### src/design/bkvt_pkg.sv
// package for the bidirectional key/value table
// holds sizes, operation and status codes, and the structs shared by all modules
// no dependencies
`timescale 1ns / 1ps

package bkvt_pkg;

  localparam int CAPACITY   = 256;
  localparam int KEY_BITS   = 32;
  localparam int VALUE_BITS = 32;
  localparam int IDX_BITS   = $clog2(CAPACITY);

  // operation codes carried in the kind field
  localparam logic [2:0] KIND_INSERT       = 3'd0;
  localparam logic [2:0] KIND_FIND_KEY     = 3'd1;
  localparam logic [2:0] KIND_FIND_VALUE   = 3'd2;
  localparam logic [2:0] KIND_REMOVE_KEY   = 3'd3;
  localparam logic [2:0] KIND_REMOVE_VALUE = 3'd4;

  // result status codes
  localparam logic [1:0] STATUS_OK        = 2'd0;
  localparam logic [1:0] STATUS_DUPLICATE = 2'd1;
  localparam logic [1:0] STATUS_NOT_FOUND = 2'd2;
  localparam logic [1:0] STATUS_FULL      = 2'd3;

  typedef struct packed {
    logic [2:0]  kind;
    logic [31:0] key_in;
    logic [31:0] value_in;
  } req_t;

  typedef struct packed {
    logic [1:0]  status;
    logic [31:0] key_out;
    logic [31:0] value_out;
  } rsp_t;

  // search token that walks down the row of cells, one cell per cycle
  typedef struct packed {
    logic                  valid;
    logic                  key_hit;
    logic [IDX_BITS-1:0]   key_idx;
    logic [VALUE_BITS-1:0] key_value;
    logic                  value_hit;
    logic [IDX_BITS-1:0]   value_idx;
    logic [KEY_BITS-1:0]   value_key;
    logic                  free_hit;
    logic [IDX_BITS-1:0]   free_idx;
  } probe_t;

  // table update broadcast to every cell
  typedef struct packed {
    logic                ins;
    logic                del;
    logic [IDX_BITS-1:0] idx;
  } wr_t;

  typedef enum logic [1:0] {
    ST_IDLE,
    ST_SEARCH,
    ST_DONE
  } state_t;

endpackage

### src/design/bkvt_ctrl.sv
// sequencer of the bidirectional key/value table
// takes a request, launches the search token, decides the result and the table update
// depends on bkvt_pkg
`timescale 1ns / 1ps

module bkvt_ctrl (
  input  logic                            clk,
  input  logic                            rst,
  input  logic                            req_valid,
  output logic                            req_stall,
  input  bkvt_pkg::req_t                  req,
  output logic                            rsp_valid,
  input  logic                            rsp_stall,
  output bkvt_pkg::rsp_t                  rsp,
  output logic [bkvt_pkg::KEY_BITS-1:0]   qkey,
  output logic [bkvt_pkg::VALUE_BITS-1:0] qvalue,
  output bkvt_pkg::probe_t                probe_head,
  input  bkvt_pkg::probe_t                probe_tail,
  output bkvt_pkg::wr_t                   wr
);

  bkvt_pkg::state_t state, state_next;
  logic [2:0]       kind;
  logic             launch;
  bkvt_pkg::rsp_t   res;
  bkvt_pkg::rsp_t   res_next;
  logic             req_take;
  logic             rsp_load;

  assign req_take = req_valid && !req_stall;

  always_comb begin
    probe_head       = '0;
    probe_head.valid = launch;
  end

  always_comb begin
    state_next = state;
    req_stall  = 1'b1;
    rsp_load   = 1'b0;
    res_next   = '{status: bkvt_pkg::STATUS_NOT_FOUND, key_out: 32'd0, value_out: 32'd0};
    wr         = '0;
    unique case (state)
      bkvt_pkg::ST_IDLE: begin
        req_stall = 1'b0;
        if (req_valid) begin
          state_next = bkvt_pkg::ST_SEARCH;
        end
      end
      bkvt_pkg::ST_SEARCH: begin
        if (probe_tail.valid) begin
          state_next = bkvt_pkg::ST_DONE;
          unique case (kind) inside
            bkvt_pkg::KIND_INSERT: begin
              if (probe_tail.key_hit) begin
                res_next = '{status: bkvt_pkg::STATUS_DUPLICATE, key_out: 32'(qkey),
                             value_out: 32'(probe_tail.key_value)};
              end else if (probe_tail.value_hit) begin
                res_next = '{status: bkvt_pkg::STATUS_DUPLICATE,
                             key_out: 32'(probe_tail.value_key), value_out: 32'(qvalue)};
              end else if (!probe_tail.free_hit) begin
                res_next.status = bkvt_pkg::STATUS_FULL;
              end else begin
                res_next = '{status: bkvt_pkg::STATUS_OK, key_out: 32'(qkey),
                             value_out: 32'(qvalue)};
                wr.ins = 1'b1;
                wr.idx = probe_tail.free_idx;
              end
            end
            bkvt_pkg::KIND_FIND_KEY, bkvt_pkg::KIND_REMOVE_KEY: begin
              if (probe_tail.key_hit) begin
                res_next = '{status: bkvt_pkg::STATUS_OK, key_out: 32'(qkey),
                             value_out: 32'(probe_tail.key_value)};
                wr.del = (kind == bkvt_pkg::KIND_REMOVE_KEY);
                wr.idx = probe_tail.key_idx;
              end
            end
            bkvt_pkg::KIND_FIND_VALUE, bkvt_pkg::KIND_REMOVE_VALUE: begin
              if (probe_tail.value_hit) begin
                res_next = '{status: bkvt_pkg::STATUS_OK,
                             key_out: 32'(probe_tail.value_key), value_out: 32'(qvalue)};
                wr.del = (kind == bkvt_pkg::KIND_REMOVE_VALUE);
                wr.idx = probe_tail.value_idx;
              end
            end
            default: begin
              res_next.status = bkvt_pkg::STATUS_NOT_FOUND;
            end
          endcase
        end
      end
      bkvt_pkg::ST_DONE: begin
        // hand over once the output register is free or being emptied
        if (!rsp_valid || !rsp_stall) begin
          rsp_load   = 1'b1;
          state_next = bkvt_pkg::ST_IDLE;
        end
      end
      default: begin
        state_next = bkvt_pkg::ST_IDLE;
      end
    endcase
  end

  always_ff @(posedge clk) begin
    if (rst) begin
      state     <= bkvt_pkg::ST_IDLE;
      launch    <= 1'b0;
      rsp_valid <= 1'b0;
    end else begin
      state  <= state_next;
      launch <= req_take;
      if (rsp_load) begin
        rsp_valid <= 1'b1;
      end else if (!rsp_stall) begin
        rsp_valid <= 1'b0;
      end
    end
  end

  always_ff @(posedge clk) begin
    if (req_take) begin
      kind   <= req.kind;
      qkey   <= bkvt_pkg::KEY_BITS'(req.key_in);
      qvalue <= bkvt_pkg::VALUE_BITS'(req.value_in);
    end
    if (state == bkvt_pkg::ST_SEARCH && probe_tail.valid) begin
      res <= res_next;
    end
    if (rsp_load) begin
      rsp <= res;
    end
  end

endmodule

### config.mk
export PLATFORM = sky130hd
export DESIGN_NAME = bkvt_ctrl
export DESIGN_NICKNAME = d
export VERILOG_FILES = /design/src/design/bkvt_pkg.sv /design/src/design/bkvt_ctrl.sv
export SDC_FILE = /design/constraint.sdc
export NUM_CORES = 1
export LEC_CHECK = 0
export ABC_AREA = 1
export BUFFER_PORTS_ARGS = -buffer_cell sky130_fd_sc_hd__buf_4
export CELL_PAD_IN_SITES_DETAIL_PLACEMENT = 1
export CELL_PAD_IN_SITES_GLOBAL_PLACEMENT = 2
export CORE_MARGIN = 1.5
export CORE_UTILIZATION = 28
export CTS_CLUSTER_DIAMETER = 200
export DETAILED_ROUTE_END_ITERATION = 10
export MAX_ROUTING_LAYER = met4
export PLACE_DENSITY_LB_ADDON = 0.1
export SETUP_SLACK_MARGIN = 0.1
export SLEW_MARGIN = 15
export SYNTH_ARGS = -nofsm -noshare
export SYNTH_HDL_FRONTEND = slang
export SYNTH_SLANG_ARGS = --single-unit
### constraint.sdc
create_clock -name clk -period 4.73 [get_ports clk]
set_input_delay 0.7095 -clock clk [delete_from_list [all_inputs] [get_ports clk]]
set_output_delay 0.7095 -clock clk [all_outputs]
set_load 0.02 [all_outputs]
==> impl_metrics.toml <==
[outcome]
status = "finished, final reports clean"

[cells_and_area]
layout-drive-gt1-share_pct = 31.28
final_cell_count_no_fill = 1699
seq_area_um2 = 6056
fillers = 3896
multi_input_area_um2 = 2629
area_growth_pct = 32.25
final_common_cell = "buf_4"
mostFrequentLayoutCells = "buf_4, nand2_1, edfxtp_1"
final_nets = 1397
postLayoutCellArea_um2 = 12720

[global_route]
grt_pass1_wl_mm = 45.55
grt_usage_pct = 17.23
grt_pass1_vias = 7672
antenna_found_initial = 1
gr-total-overflow = 0
grt_start_max_net_pins = 69

[clocking]
path_clk_slew_ps = 60
insertion_delay_ps = 530
cts_hold_buf = 0
cts_buffers = 26
htreeDepth = 1
ctsResizeCount = 0
clock_path_buffers = 3
postCtsSetupRepairBufs = 0
tritoncts = "yes"
cts.sinks = 203
clock_tree.root_cell = "clkbuf_16"

[die]
ios = 397
start_util_pct = 28.55
rows = 67
die_w_um = 188.4
die_h_um = 188.4
core_area_um2 = 33700
fp.dieArea_um2 = 35480

[synthesis]
yosysSeqAreaShare_pct = 62.95
synth_mux_area_share_pct = 0
yosys.area_share.simple_pct = 16.58
synthArstFlopShare_pct = 0
synth_top_family_by_area = "simple AND/OR/NAND/NOR gates"
synth_enable_flop_cells = 199
syn_area_um2 = 9620
synth_ff_type = "edfxtp_1"
syn_avg_cell_area_um2 = 10.17
synth_xor_area_share_pct = 0
synth_fa_ha_area_share_pct = 0
synth-seq-cells = 203
synth_cells = 946
synth_compound_area_share_pct = 7.010
synth_cell_types = 19
ys_warn_count = 0

[drt]
routedWlPerCell_um = 17.89
vias = 7371
drc = 0
routed_wl_mm = 30.40
first_pass_iters = 4
routed_via_density = 4.338
postRouteAntennaNets = 0
detail_route.iter0.violations = 279

[placement]
placed_cell_area_um2 = 11950
io_buffers = 305
dp_hpwl_mm = 19.90
place_congestion = 0.7186
pre_cts_ws_ps = 1678
dpl.cell_count = 1654

[sta]
fin_crit_sh_pct = 71.23
slew_violations = 0
tightest_slew_ps = 1086
slew_headroom_pct = 27.37
hold_viol = 0
finalCriticalPeriod_ps = 3369
rsz0062_at_grt = "false"
fin_worst_skew_ps = 12.43
setup_slack_ps = 1361
setup_viol = 0
setup_tns_ps = 0
max_freq_ghz = 0.2968

[power]
finalPower_w = 0.004485
powerDensity_nw_per_um2 = 352.5
internal_power_w = 0.003333
swShare_pct = 25.68
p_leak_nw = 5.612
peakVddDrop_mv = 0.2443
p_seq_share_pct = 46.4
clockPowerShare_pct = 40.9
power.switching_w = 0.001152
combPwrFrac_pct = 12.7

[critical_path]
crit_path_end_kind = "primary output"
critical_path_class = "flip-flop to primary output"
arrival_ps = 2660
crit_fanout = 36
critPathRequiredTime_ps = 4020
startpoint_type = "flip-flop"

[job]
maxCapViolations = 0

[hold_path]
hold_class = "input port to flip-flop"
[state kept, by name, indices dropped and copies added, names as in the netlist]
signal	cells
kind	3
launch	1
qkey	32
qvalue	32
res	66
rsp	66
rsp_valid	1
state	2
[final cells by class]
type                            instances  area share (%)
Clock inverter                          7          0.4229
Timing Repair Buffer                  314           18.53
Multi-Input combinational cell        596           20.66
Tap cell                              448           4.406
Sequential cell                       203           47.60
Antenna cell                            1         0.01967
Clock buffer                           37           5.605
Inverter                               93           2.763
[worst paths after layout]
path,end,slack [ps],from,cells past startpoint
worst min register to register,rsp[7],410,res[7],0
worst max register to register,res[56],2440,kind[2],6
worst max-delay path,wr[6],1360,kind[2],8
worst min-delay path,kind[0],350,req[64],1
[routing by layer]
| layer | wire length [um] | GRT usage [%] |
|---|---|---|
| met3 | 2267 | 4.619 |
| met2 | 14910 | 29.38 |
| met1 | 12440 | 20.03 |
| met4 | 779 | 4.579 |
| met5 | 0 | - |
[worst max-delay path: stages (launching register included)]
cell and delay (ps):
edfxtp_1 420, inv_2 130, nand2_2 530, nor2_2 580, nand2_1 110, nand3_1 100
nand2_1 50, inv_1 70, buf_4 130
[power groups by stage]
stage          logic, W  clock network (W)  registers [W]
2_1_floorplan  0.000318                  0        0.00217
3_3_place_gp   0.000575                  0        0.00212
3_5_place_dp   0.000580                  0        0.00212
4_1_cts        0.000582            0.00190        0.00208
5_1_grt        0.000628            0.00195        0.00209
6_report       0.000571            0.00183        0.00208
[Yosys cell counts (3+ instances only)]
cell type	count	area share, %
nand2_2	3	0.20
a21oi_1	100	5.2
nor2_1	39	1.5
dfxtp_1	4	0.83
buf_4	99	7.7
inv_2	3	0.12
nor2_2	3	0.20
nand3_1	79	4.1
inv_1	90	3.5
nand2_1	213	8.3
edfxtp_1	199	62
o21ai_0	33	1.7
or2_2	32	2.1
clkbuf_1	21	0.82
buf_2	24	1.2
[metrics by stage]
step,util [%],hold WS [ps]
2_1_floorplan,-,400.3
3_3_place_gp,35.47,400.3
3_5_place_dp,35.47,405.2
4_1_cts,37.75,326.0
5_1_grt,37.76,329.6
6_report,37.76,349.9
[kinds of logic after synthesis]
logic type | count (synthesis)
AOI/OAI and AO/OA | 134
buffers and inverters | 237
DFF | 203
other | 1
and+or+nand+nor | 371
(Power assumes the default switching activity.)
